==> src/hw/rtl/rgb32_to_i420_convert_top_assert.svh <==
// Assertion macros shared by the RGB to I420 converter RTL.
// Depends on nothing; included by the top level only.
`ifndef RGB32_TO_I420_CONVERT_TOP_ASSERT_SVH
`define RGB32_TO_I420_CONVERT_TOP_ASSERT_SVH

// Same-cycle implication, checked on every rising edge out of reset.
`define RGB2I_ASSERT_NOW(label, clk, rstn, ante, cons) \
    label: assert property (@(posedge clk) disable iff (!(rstn)) (ante) |-> (cons)) \
        else $error("rgb2i: same-cycle check failed");

// Next-cycle implication, checked on every rising edge out of reset.
`define RGB2I_ASSERT_NEXT(label, clk, rstn, ante, cons) \
    label: assert property (@(posedge clk) disable iff (!(rstn)) (ante) |=> (cons)) \
        else $error("rgb2i: next-cycle check failed");

`endif

==> src/hw/rtl/rgb2i_pkg.sv <==
// Package for the RGB to I420 converter: sizes, register indexes, coefficients
// and the types passed between the front, the queue and the back.
// Depends on nothing.
package rgb2i_pkg;

    localparam int MAX_DIM = 4096;
    localparam int CNT_W   = $clog2(MAX_DIM);
    localparam int DIM_W   = CNT_W + 1;
    localparam int CFG_W   = 13;
    localparam int IDX_W   = 2;
    localparam int PIX_W   = 8;

    localparam logic [IDX_W-1:0] REG_FRAME_WIDTH  = IDX_W'(0);
    localparam logic [IDX_W-1:0] REG_FRAME_HEIGHT = IDX_W'(1);

    localparam logic [CFG_W-1:0] FRAME_WIDTH_RST  = CFG_W'(1024);
    localparam logic [CFG_W-1:0] FRAME_HEIGHT_RST = CFG_W'(768);

    localparam int Q_DEPTH = 4;
    localparam int Q_PTR_W = $clog2(Q_DEPTH);
    localparam int Q_CNT_W = Q_PTR_W + 1;

    localparam int SUM_Y_W = 15;
    localparam int SUM_C_W = 17;

    localparam int COEF_YR = 33;
    localparam int COEF_YG = 65;
    localparam int COEF_YB = 13;
    localparam int COEF_UR = 38;
    localparam int COEF_UG = 74;
    localparam int COEF_UB = 112;
    localparam int COEF_VR = 112;
    localparam int COEF_VG = 94;
    localparam int COEF_VB = 18;
    localparam int LUMA_OFS   = 16;
    localparam int CHROMA_BIAS = 32768;

    typedef struct packed {
        logic [PIX_W-1:0] red;
        logic [PIX_W-1:0] green;
        logic [PIX_W-1:0] blue;
        logic             chroma_valid;
        logic             frame_end;
    } pix_item_t;

    typedef struct packed {
        logic full;
        logic empty;
    } q_status_t;

    function automatic logic [DIM_W-1:0] effective_size(input logic [CFG_W-1:0] reg_val);
        logic [DIM_W-1:0] eff;
        if (reg_val == '0) begin
            eff = DIM_W'(1);
        end else if (int'(reg_val) > MAX_DIM) begin
            eff = DIM_W'(MAX_DIM);
        end else begin
            eff = DIM_W'(reg_val);
        end
        return eff;
    endfunction

endpackage

==> src/hw/rtl/rgb32_to_i420_convert_top.sv <==
// Top level of the RGB to I420 pixel converter: front, queue and back.
// Depends on rgb2i_pkg, rgb2i_front, rgb2i_fifo, rgb2i_back and the
// assertion macro header.
//
// Pixels arrive on the s_ channel (valid/ready) in raster order, one red,
// green and blue byte each. Every accepted pixel gives exactly one result on
// the m_ channel: a luma sample, a U and V pair flagged by m_chroma_valid on
// even rows and columns (zero otherwise), and m_frame_end on the last pixel.
// The frame size is set through cfg_wr_en, cfg_addr and cfg_wr_data by the
// user only while the block is idle, which the block does not enforce;
// index 0 is the width, index 1 the height. One pixel is accepted per clock
// while the queue is not full. A pixel goes from the queue through the
// weighted-sum stage to the output register, where its result can be taken.
// The four-entry queue decouples input from output, so s_ready falls only
// once it is full while m_ready is low.
// On reset the queue and pipeline are emptied, the row and column counters
// return to zero and the frame size returns to 1024 by 768.
`include "rgb32_to_i420_convert_top_assert.svh"
module rgb32_to_i420_convert_top
    import rgb2i_pkg::*;
(
    input  logic             aclk,
    input  logic             aresetn,
    input  logic             cfg_wr_en,
    input  logic [IDX_W-1:0] cfg_addr,
    input  logic [CFG_W-1:0] cfg_wr_data,
    input  logic             s_valid,
    output logic             s_ready,
    input  logic [PIX_W-1:0] s_red,
    input  logic [PIX_W-1:0] s_green,
    input  logic [PIX_W-1:0] s_blue,
    output logic             m_valid,
    input  logic             m_ready,
    output logic [PIX_W-1:0] m_luma,
    output logic [PIX_W-1:0] m_chroma_u,
    output logic [PIX_W-1:0] m_chroma_v,
    output logic             m_chroma_valid,
    output logic             m_frame_end
);

    q_status_t q_status;
    logic      push;
    logic      pop;
    pix_item_t push_item;
    pix_item_t head_item;

    rgb2i_front u_front (
        .aclk        (aclk),
        .aresetn     (aresetn),
        .cfg_wr_en   (cfg_wr_en),
        .cfg_addr    (cfg_addr),
        .cfg_wr_data (cfg_wr_data),
        .s_valid     (s_valid),
        .s_ready     (s_ready),
        .s_red       (s_red),
        .s_green     (s_green),
        .s_blue      (s_blue),
        .q_status    (q_status),
        .push        (push),
        .push_item   (push_item)
    );

    rgb2i_fifo u_fifo (
        .aclk      (aclk),
        .aresetn   (aresetn),
        .push      (push),
        .push_item (push_item),
        .pop       (pop),
        .head_item (head_item),
        .q_status  (q_status)
    );

    rgb2i_back u_back (
        .aclk           (aclk),
        .aresetn        (aresetn),
        .q_status       (q_status),
        .head_item      (head_item),
        .pop            (pop),
        .m_valid        (m_valid),
        .m_ready        (m_ready),
        .m_luma         (m_luma),
        .m_chroma_u     (m_chroma_u),
        .m_chroma_v     (m_chroma_v),
        .m_chroma_valid (m_chroma_valid),
        .m_frame_end    (m_frame_end)
    );

    `RGB2I_ASSERT_NOW(a_chroma_zero, aclk, aresetn, m_valid && !m_chroma_valid, m_chroma_u == '0 && m_chroma_v == '0)
    `RGB2I_ASSERT_NOW(a_luma_floor, aclk, aresetn, m_valid, m_luma >= PIX_W'(LUMA_OFS))
    `RGB2I_ASSERT_NOW(a_queue_sane, aclk, aresetn, q_status.full, !q_status.empty && !push)
    `RGB2I_ASSERT_NEXT(a_queue_fills, aclk, aresetn, q_status.empty && push, !q_status.empty)

endmodule

==> src/hw/rtl/rgb2i_front.sv <==
// Front end of the converter: holds the frame size registers, accepts pixels
// and tags each with its chroma sample and end-of-frame flags.
// Depends on rgb2i_pkg.
module rgb2i_front
    import rgb2i_pkg::*;
(
    input  logic             aclk,
    input  logic             aresetn,
    input  logic             cfg_wr_en,
    input  logic [IDX_W-1:0] cfg_addr,
    input  logic [CFG_W-1:0] cfg_wr_data,
    input  logic             s_valid,
    output logic             s_ready,
    input  logic [PIX_W-1:0] s_red,
    input  logic [PIX_W-1:0] s_green,
    input  logic [PIX_W-1:0] s_blue,
    input  q_status_t        q_status,
    output logic             push,
    output pix_item_t        push_item
);

    logic [CFG_W-1:0] frame_width_reg, frame_width_next;
    logic [CFG_W-1:0] frame_height_reg, frame_height_next;
    logic [CNT_W-1:0] column_count_reg, column_count_next;
    logic [CNT_W-1:0] row_count_reg, row_count_next;
    logic [DIM_W-1:0] width_eff;
    logic [DIM_W-1:0] height_eff;
    logic [DIM_W-1:0] column_plus;
    logic [DIM_W-1:0] row_plus;
    logic             row_done;
    logic             frame_done;

    assign s_ready = !q_status.full;
    assign push    = s_valid && s_ready;

    assign width_eff  = effective_size(frame_width_reg);
    assign height_eff = effective_size(frame_height_reg);
    assign column_plus = DIM_W'(column_count_reg) + DIM_W'(1);
    assign row_plus    = DIM_W'(row_count_reg) + DIM_W'(1);
    assign row_done    = column_plus >= width_eff;
    assign frame_done  = row_done && (row_plus >= height_eff);

    always_comb begin
        push_item.red          = s_red;
        push_item.green        = s_green;
        push_item.blue         = s_blue;
        push_item.chroma_valid = !column_count_reg[0] && !row_count_reg[0];
        push_item.frame_end    = frame_done;
    end

    always_comb begin
        frame_width_next  = frame_width_reg;
        frame_height_next = frame_height_reg;
        if (cfg_wr_en) begin
            case (cfg_addr)
                REG_FRAME_WIDTH:  frame_width_next  = cfg_wr_data;
                REG_FRAME_HEIGHT: frame_height_next = cfg_wr_data;
                default: begin
                end
            endcase
        end
    end

    always_comb begin
        column_count_next = column_count_reg;
        row_count_next    = row_count_reg;
        if (push) begin
            if (row_done) begin
                column_count_next = '0;
                if (frame_done) begin
                    row_count_next = '0;
                end else begin
                    row_count_next = row_plus[CNT_W-1:0];
                end
            end else begin
                column_count_next = column_plus[CNT_W-1:0];
            end
        end
    end

    always_ff @(posedge aclk) begin
        if (!aresetn) begin
            frame_width_reg  <= FRAME_WIDTH_RST;
            frame_height_reg <= FRAME_HEIGHT_RST;
            column_count_reg <= '0;
            row_count_reg    <= '0;
        end else begin
            frame_width_reg  <= frame_width_next;
            frame_height_reg <= frame_height_next;
            column_count_reg <= column_count_next;
            row_count_reg    <= row_count_next;
        end
    end

endmodule

==> src/hw/rtl/rgb2i_fifo.sv <==
// Short queue between the front and the back of the converter.
// Depends on rgb2i_pkg.
module rgb2i_fifo
    import rgb2i_pkg::*;
(
    input  logic      aclk,
    input  logic      aresetn,
    input  logic      push,
    input  pix_item_t push_item,
    input  logic      pop,
    output pix_item_t head_item,
    output q_status_t q_status
);

    pix_item_t            entry_reg [Q_DEPTH];
    logic [Q_PTR_W-1:0]   wr_ptr_reg, wr_ptr_next;
    logic [Q_PTR_W-1:0]   rd_ptr_reg, rd_ptr_next;
    logic [Q_CNT_W-1:0]   count_reg, count_next;

    assign q_status.full  = count_reg == Q_CNT_W'(Q_DEPTH);
    assign q_status.empty = count_reg == '0;
    assign head_item      = entry_reg[rd_ptr_reg];

    always_comb begin
        wr_ptr_next = push ? wr_ptr_reg + Q_PTR_W'(1) : wr_ptr_reg;
        rd_ptr_next = pop ? rd_ptr_reg + Q_PTR_W'(1) : rd_ptr_reg;
        count_next  = count_reg;
        if (push && !pop) begin
            count_next = count_reg + Q_CNT_W'(1);
        end else if (pop && !push) begin
            count_next = count_reg - Q_CNT_W'(1);
        end
    end

    always_ff @(posedge aclk) begin
        if (push) begin
            entry_reg[wr_ptr_reg] <= push_item;
        end
    end

    always_ff @(posedge aclk) begin
        if (!aresetn) begin
            wr_ptr_reg <= '0;
            rd_ptr_reg <= '0;
            count_reg  <= '0;
        end else begin
            wr_ptr_reg <= wr_ptr_next;
            rd_ptr_reg <= rd_ptr_next;
            count_reg  <= count_next;
        end
    end

endmodule

==> src/hw/rtl/rgb2i_back.sv <==
// Back end of the converter: a two-stage pipeline that forms the weighted
// sums and then the Y, U and V samples in the output register.
// Depends on rgb2i_pkg.
module rgb2i_back
    import rgb2i_pkg::*;
(
    input  logic             aclk,
    input  logic             aresetn,
    input  q_status_t        q_status,
    input  pix_item_t        head_item,
    output logic             pop,
    output logic             m_valid,
    input  logic             m_ready,
    output logic [PIX_W-1:0] m_luma,
    output logic [PIX_W-1:0] m_chroma_u,
    output logic [PIX_W-1:0] m_chroma_v,
    output logic             m_chroma_valid,
    output logic             m_frame_end
);

    logic               s1_valid_reg, s1_valid_next;
    logic [SUM_Y_W-1:0] sum_y_reg, sum_y_next;
    logic [SUM_C_W-1:0] sum_u_reg, sum_u_next;
    logic [SUM_C_W-1:0] sum_v_reg, sum_v_next;
    logic               s1_cv_reg;
    logic               s1_fe_reg;
    logic               out_valid_reg, out_valid_next;
    logic [PIX_W-1:0]   luma_reg, luma_next;
    logic [PIX_W-1:0]   chroma_u_reg, chroma_u_next;
    logic [PIX_W-1:0]   chroma_v_reg, chroma_v_next;
    logic               chroma_valid_reg;
    logic               frame_end_reg;
    logic               out_adv;
    logic               s1_adv;
    logic [SUM_C_W-1:0] r_ext, g_ext, b_ext;

    assign out_adv = !out_valid_reg || m_ready;
    assign s1_adv  = !s1_valid_reg || out_adv;
    assign pop     = s1_adv && !q_status.empty;

    assign r_ext = SUM_C_W'(head_item.red);
    assign g_ext = SUM_C_W'(head_item.green);
    assign b_ext = SUM_C_W'(head_item.blue);

    always_comb begin
        sum_y_next = SUM_Y_W'(SUM_C_W'(COEF_YR) * r_ext + SUM_C_W'(COEF_YG) * g_ext
                              + SUM_C_W'(COEF_YB) * b_ext);
        sum_u_next = SUM_C_W'(CHROMA_BIAS) + SUM_C_W'(COEF_UB) * b_ext
                     - SUM_C_W'(COEF_UR) * r_ext - SUM_C_W'(COEF_UG) * g_ext;
        sum_v_next = SUM_C_W'(CHROMA_BIAS) + SUM_C_W'(COEF_VR) * r_ext
                     - SUM_C_W'(COEF_VG) * g_ext - SUM_C_W'(COEF_VB) * b_ext;
        s1_valid_next = s1_adv ? !q_status.empty : s1_valid_reg;
    end

    always_comb begin
        luma_next      = sum_y_reg[SUM_Y_W-1:SUM_Y_W-PIX_W] + PIX_W'(LUMA_OFS);
        chroma_u_next  = s1_cv_reg ? sum_u_reg[2*PIX_W-1:PIX_W] : '0;
        chroma_v_next  = s1_cv_reg ? sum_v_reg[2*PIX_W-1:PIX_W] : '0;
        out_valid_next = out_adv ? s1_valid_reg : out_valid_reg;
    end

    always_ff @(posedge aclk) begin
        if (pop) begin
            sum_y_reg <= sum_y_next;
            sum_u_reg <= sum_u_next;
            sum_v_reg <= sum_v_next;
            s1_cv_reg <= head_item.chroma_valid;
            s1_fe_reg <= head_item.frame_end;
        end
        if (out_adv && s1_valid_reg) begin
            luma_reg         <= luma_next;
            chroma_u_reg     <= chroma_u_next;
            chroma_v_reg     <= chroma_v_next;
            chroma_valid_reg <= s1_cv_reg;
            frame_end_reg    <= s1_fe_reg;
        end
    end

    always_ff @(posedge aclk) begin
        if (!aresetn) begin
            s1_valid_reg  <= 1'b0;
            out_valid_reg <= 1'b0;
        end else begin
            s1_valid_reg  <= s1_valid_next;
            out_valid_reg <= out_valid_next;
        end
    end

    assign m_valid        = out_valid_reg;
    assign m_luma         = luma_reg;
    assign m_chroma_u     = chroma_u_reg;
    assign m_chroma_v     = chroma_v_reg;
    assign m_chroma_valid = chroma_valid_reg;
    assign m_frame_end    = frame_end_reg;

endmodule

==> config.mk <==
export PLATFORM = sky130hd
export DESIGN_NAME = rgb32_to_i420_convert_top
export DESIGN_NICKNAME = d
export VERILOG_FILES = /design/src/hw/rtl/rgb2i_pkg.sv /design/src/hw/rtl/rgb32_to_i420_convert_top.sv /design/src/hw/rtl/rgb2i_front.sv /design/src/hw/rtl/rgb2i_fifo.sv /design/src/hw/rtl/rgb2i_back.sv
export VERILOG_INCLUDE_DIRS = /design/src /design/src/hw/rtl
export SDC_FILE = /design/constraint.sdc
export NUM_CORES = 1
export LEC_CHECK = 0
export BUFFER_PORTS_ARGS = -buffer_cell sky130_fd_sc_hd__buf_2
export CORE_ASPECT_RATIO = 0.6
export CORE_UTILIZATION = 53
export DETAILED_ROUTE_END_ITERATION = 10
export HOLD_SLACK_MARGIN = 0.08
export PLACE_DENSITY = 0.66
export SLEW_MARGIN = 5
export SYNTH_ARGS = -nofsm -noshare
export SYNTH_HDL_FRONTEND = slang
export SYNTH_SLANG_ARGS = --single-unit
==> constraint.sdc <==
create_clock -name aclk -period 8 [get_ports aclk]
set_input_delay 1.2 -clock aclk [delete_from_list [all_inputs] [get_ports aclk]]
set_output_delay 1.2 -clock aclk [all_outputs]
set_load 0.05 [all_outputs]
==> results.json, run 1 <==
{
  "outcome": "finished, final reports clean",
  "io_buffers": 71,
  "drive_gt1_frac": 0.1070,
  "hpwl_um": 27390,
  "num_io_pins": 72,
  "dr.pass1.iters": 5,
  "tightest_slew_ps": 1169,
  "drt-vias-per-instance": 5.457,
  "synth_edf_count": 156,
  "min_path_type": "flip-flop to flip-flop",
  "worst_setup_path_start_kind": "flip-flop",
  "register_area_mm2": 0.005907,
  "num_rows": 48,
  "timing.final.max_slew_violations": 0,
  "drv_cap": 0,
  "max_slew_margin": 0.2189,
  "grt_pass1_vias": 10220,
  "rsz0062_at_grt": "false",
  "fin_worst_skew_ps": 29.67,
  "num-nets-final": 1892,
  "largest_reg_flops": 104,
  "synth_nets": 1817,
  "wl_per_cell_um": 18.19,
  "grt_antenna_before_repair": 1,
  "grt_max_degree": 43,
  "final_common_cell": "ha_1",
  "ys_ff_latch": 217,
  "mostFrequentLayoutCells": "230 x ha_1, 224 x inv_1, 156 x edfxtp_1",
  "worstHoldStart": "u_back.sum_y_reg[7]",
  "chipHeight_um": 136.1,
  "path_clk_slew_ps": 60,
  "ys_async_sr_fraction": 0,
  "cts_htree_levels": 1,
  "multiInputGateArea_mm2": 0.009034,
  "ys.flop_type": "edfxtp_1",
  "n_fill_cell": 2411,
  "crit_type": "flip-flop to flip-flop",
  "crit_arrival_ps": 7190,
  "yosysTopAreaCell": "edfxtp_1",
  "routed_wl_um": 35520,
  "synth_warnings": 0,
  "cts_root_buf": "clkbuf_16",
  "cts_setup_buffers": 0,
  "netlist_area_mm2": 0.01589,
  "path_max_fanout": 10,
  "setup_viol": 0,
  "ff2ff_path_depth": 22,
  "ys_seq_area_frac": 0.3716,
  "ant_nets": 0,
  "r2r_end": "u_back.sum_y_reg[14]",
  "cts_tree": "yes",
  "core_area_mm2": 0.02913,
  "cts_hold_buf": 0,
  "worst_setup_path_end_kind": "flip-flop",
  "grt_overflow": 0,
  "area_growth_pct": 9.864,
  "rrSetupSlack_ps": 1070,
  "synth_top_cells_by_area": "edfxtp_1 29%, ha_1 18%, fa_1 10%, dfxtp_1 7.7%, inv_1 5.3%",
  "cts_resized": 0,
  "period_needed_ps": 6931,
  "grt_pass1_wl_um": 56480,
  "clock_sinks": 217,
  "clkLatencyLatePin_ps": 540,
  "start_util": 0.5457,
  "drt-initial-drc-count": 748,
  "vias": 10657,
  "synth_top_area_share": 0.2947,
  "hold_viol": 0,
  "chipWidth_um": 225.6,
  "tns_ps": 0,
  "cts_buffer_depth": 3,
  "min_period_over_period": 0.8664,
  "track_usage": 0.2421,
  "holdPathStages": 0,
  "syn_inst": 1461,
  "die_area_mm2": 0.03071,
  "drcViolationCount": 0,
  "synth_cell_types": 69,
  "finalWeightedCongestion": 0.8641,
  "numCtsBuffers": 22,
  "synth_area_per_cell_um2": 10.88,
  "fmax_mhz": 144.3,
  "whs_endpoint": "u_back.m_luma[0]",
  "worstPathRequired_ps": 8260
}
==> stage by stage <==
| stage | hold WS [ps] | instances | cell area [µm²] | util | setup slack (ps) |
|---|---|---|---|---|---|
| after detailed placement | 412.4 | 1912 | 16730 | 0.5743 | 1149 |
| after global placement | 404.9 | 1912 | 16730 | 0.5743 | 1274 |
| after global routing | 426.2 | 1953 | 17460 | 0.5995 | 706.5 |
| after floorplan | 400.3 | 1461 | 15890 | - | 1102 |
| after CTS | 423.2 | 1952 | 17460 | 0.5994 | 1091 |
| final | 425.3 | 1953 | 17460 | 0.5995 | 1069 |
==> routing by layer <==
metal,vias up,track usage,routed length [µm]
met5,-,0,0
met4,0,0.03590,444
met3,28,0.04041,2050
met2,286,0.3282,13550
met1,5097,0.4013,19470
li1,5246,-,-
==> critical path, cell delays in order (launching register included) <==
cell	delay [ps]
dfxtp_2	540
mux4_2	730
ha_1	370
fa_1	460
ha_1	350
nor2b_1	150
o21ai_0	250
a21boi_0	150
o21ai_0	250
nor2b_1	210
xnor2_1	140
ha_1	260
ha_1	300
ha_1	270
inv_1	50
fa_1	530
inv_1	40
ha_1	220
or3_1	400
nor4_1	270
a21oi_2	150
and4_4	200
or3_1	360
==> synthesized netlist by cell type (5+ instances only) <==
master and number:
nand2b_1 10, or3_1 7, xnor2_1 54, and2_1 19, and3_1 15, a21o_1 20
nor2b_1 15, or2_2 6, nand2_1 128, nor4_1 12, fa_1 82, o22ai_1 7
a21oi_1 83, xor2_1 38, nand4_1 10, a41oi_1 7, o21a_1 11, dfxtp_1 61
inv_1 224, nand3_1 21, mux4_2 25, o211ai_1 9, ha_1 230, nor3_1 23
a211oi_1 5, nand3b_1 6, clkbuf_1 26, o21ai_0 26, o21bai_1 7, nor2_1 51
edfxtp_1 156, a31oi_1 5
==> worst max path at each step <==
stage,from,to,slack (ps),cells after the start
finish,flip-flop,u_back.sum_y_reg[14],1070,22
global route,flip-flop,u_back.sum_v_reg[15],710,22
CTS,flip-flop,u_back.sum_v_reg[15],1090,21
detailed placement,flip-flop,u_back.sum_y_reg[14],1150,24
global placement,flip-flop,u_back.sum_v_reg[15],1270,21
floorplan,flip-flop,u_back.sum_y_reg[14],1100,26
==> logic make-up (layout without fill, tap and decap cells) <==
logic type,Yosys count,count (layout),synth area share
buffers and inverters,256,347,0.06117
and+or+nand+nor,343,343,0.1073
xor gates and xnor gates,92,92,0.05070
AOI/OAI and AO/OA,214,214,0.08722
other,0,1,0
DFF,217,217,0.3716
adders and majority gates,312,312,0.2843
muxes,27,27,0.03771
==> final cells by class <==
cell class | count | area share
clock buffer | 26 | 0.03533
multi-input combinational | 988 | 0.5173
sequential | 217 | 0.3383
tap | 400 | 0.02866
clock inverter | 14 | 0.006592
timing repair buffer | 83 | 0.02551
inverter | 224 | 0.04815
antenna | 1 | 0.0001433
Power of run 1 is not shown: default switching activity piles up to over one toggle a cycle in this logic, so the estimate is an artifact.
==> run 2: changes to the inputs <==
--- a/config.mk
+++ b/config.mk
@@ -15,4 +15,5 @@
 export SLEW_MARGIN = 5
 export SYNTH_ARGS = -nofsm -noshare
 export SYNTH_HDL_FRONTEND = slang
+export SYNTH_HIERARCHICAL = 1
 export SYNTH_SLANG_ARGS = --single-unit
==> results.json, run 2 <==
{
  "grt_max_degree": 38,
  "path_clk_slew_ps": 60,
  "wl_per_cell_um": 18.25,
  "drive_gt1_frac": 0.1116,
  "clkLatencyLatePin_ps": 540,
  "synth_cell_types": 77,
  "start_util": 0.5452,
  "area_growth_pct": 7.991,
  "cts_resized": 0,
  "fmax_mhz": 156.0,
  "drcViolationCount": 0,
  "n_fill_cell": 2463,
  "fin_worst_skew_ps": 26.61,
  "num_rows": 48,
  "track_usage": 0.2337,
  "tns_ps": 0,
  "mostFrequentLayoutCells": "240 x inv_1, 218 x ha_1, 156 x edfxtp_1",
  "dp_cells": 1858,
  "synth_area_per_cell_um2": 11.13,
  "drv_cap": 0,
  "cts_root_buf": "clkbuf_16",
  "grt_antenna_before_repair": 1,
  "synthTopCellsByCount": "240 x inv_1, 218 x ha_1, 156 x edfxtp_1",
  "rrSetupSlack_ps": 1590,
  "ys_seq_area_frac": 0.3727,
  "stdcell_count": 1897,
  "cts_hold_buf": 0,
  "outcome": "finished, final reports clean",
  "num_io_pins": 72,
  "core_area_mm2": 0.02907,
  "synthMostInstantiatedCell": "inv_1",
  "synth_warnings": 6,
  "ys_ff_latch": 217,
  "finalWeightedCongestion": 0.9090,
  "die_area_mm2": 0.03062,
  "largest_reg_flops": 104,
  "worst_setup_path_end_kind": "flip-flop",
  "timing.final.max_slew_violations": 0,
  "clock_sinks": 217,
  "crit_type": "flip-flop to flip-flop",
  "tightest_slew_ps": 768.0,
  "numCtsBuffers": 22,
  "synth_nets": 1777,
  "multiInputGateArea_mm2": 0.008722,
  "chipWidth_um": 225.2,
  "worst_path_max_delay_cell": "dfxtp_2",
  "max_slew_margin": 0.4880,
  "grt_pass1_vias": 9922,
  "cts_htree_levels": 1,
  "place_ws_ps": 1547,
  "grt_overflow": 0,
  "dr.pass1.iters": 5,
  "min_path_type": "flip-flop to flip-flop",
  "period_needed_ps": 6410,
  "vias": 10205,
  "worst_setup_path_start_kind": "flip-flop",
  "chipHeight_um": 135.9,
  "syn_inst": 1424,
  "num-nets-final": 1835,
  "ys_async_sr_fraction": 0,
  "grt_pass1_wl_um": 54370,
  "min_period_over_period": 0.8012,
  "rsz0062_at_grt": "false",
  "cts_setup_buffers": 0,
  "worstPathRequired_ps": 8270,
  "setup_ws_ps": 1590,
  "hpwl_um": 26780,
  "cts_buffer_depth": 3,
  "final_common_cell": "inv_1",
  "crit_chain": "mux4_2, inv_1, fa_1, inv_1, ha_1, fa_1, ha_1, a21o_1, a21oi_1, xnor2_1, fa_1, inv_1, ha_1, a2111o_1, o21ai_1, a21oi_1, or3_4, a21oi_2, xnor2_1",
  "crit_arrival_ps": 6680,
  "setup_viol": 0,
  "synth_top_cells_by_area": "edfxtp_1 30%, ha_1 17%, fa_1 11%, dfxtp_1 7.7%, inv_1 5.7%",
  "drt-initial-drc-count": 663,
  "cts_tree": "yes",
  "antenna-diode-count": 0,
  "synth_edf_count": 156,
  "crit_path_max_incr_delay_ps": 750,
  "register_area_mm2": 0.005907,
  "ys.flop_type": "edfxtp_1",
  "synth_top_area_share": 0.2956,
  "routed_wl_um": 34620,
  "netlist_area_mm2": 0.01585,
  "drt-vias-per-instance": 5.380,
  "yosysTopAreaCell": "edfxtp_1",
  "hold_viol": 0,
  "ant_nets": 0,
  "io_buffers": 71,
  "path_max_fanout": 19
}
==> run 2: cell count changes after synthesis, moves of 10 or more <==
cell,change
ha_1,-12
buf_4,+27
a21oi_1,+11
nor2_1,-22
inv_1,+16
and3_1,-10
nor3_1,-15
clkbuf_1,-14
==> run 2: final timing paths <==
kind,startpoint,to,cells after the start
setup / recovery,flip-flop,u_back/sum_v_reg[14],19
hold reg to reg,u_back/sum_y_reg[7],u_back/m_luma[0],0
setup reg to reg,flip-flop,u_back/sum_v_reg[14],19
hold / removal,u_back/sum_y_reg[7],u_back/m_luma[0],0
==> run 2: final cells by class <==
class | count | area share
multi-input combinational | 919 | 0.5097
sequential | 217 | 0.3452
inverter | 241 | 0.05286
clock buffer | 30 | 0.03451
tap | 400 | 0.02925
timing repair buffer | 81 | 0.02515
clock inverter | 9 | 0.003363
==> run 2: worst max-delay path: cells and delay by family (launching register included) <==
family / cells / cell delay (ps)
adder cells (fa/ha/maj): 6 / 2410
AO/OA/AOI/OAI: 6 / 1310
flip-flops: 1 / 750
multiplexers: 1 / 700
AND/OR/NAND/NOR: 1 / 400
buffers and inverters: 3 / 320
XOR/XNOR: 2 / 210
==> run 2: logic make-up after synthesis <==
logic type                 synth area share
adders and majority gates            0.2871
buffers and inverters               0.07809
and+or+nand+nor                     0.08804
DFF                                  0.3727
AOI/OAI and AO/OA                   0.08464
xor gates and xnor gates            0.04919
muxes                               0.04027
==> run 2: routing by layer <==
layer / global-route usage / routed length (µm)
met1: 0.3637 / 17900
met2: 0.3366 / 14070
met3: 0.04560 / 2137
met4: 0.04346 / 502
met5: 0 / 0
==> run 2: stage by stage <==
stage               hold WS [ps]  area [µm²]  utilization
detailed placement         407.5       16460       0.5662
global route               435.2       17110       0.5887
CTS                        431.5       17110       0.5885
finish                     427.2       17110       0.5887
floorplan                  400.3       15850            -
global placement           402.6       16460       0.5662
Power of run 2 is left out for the same reason.
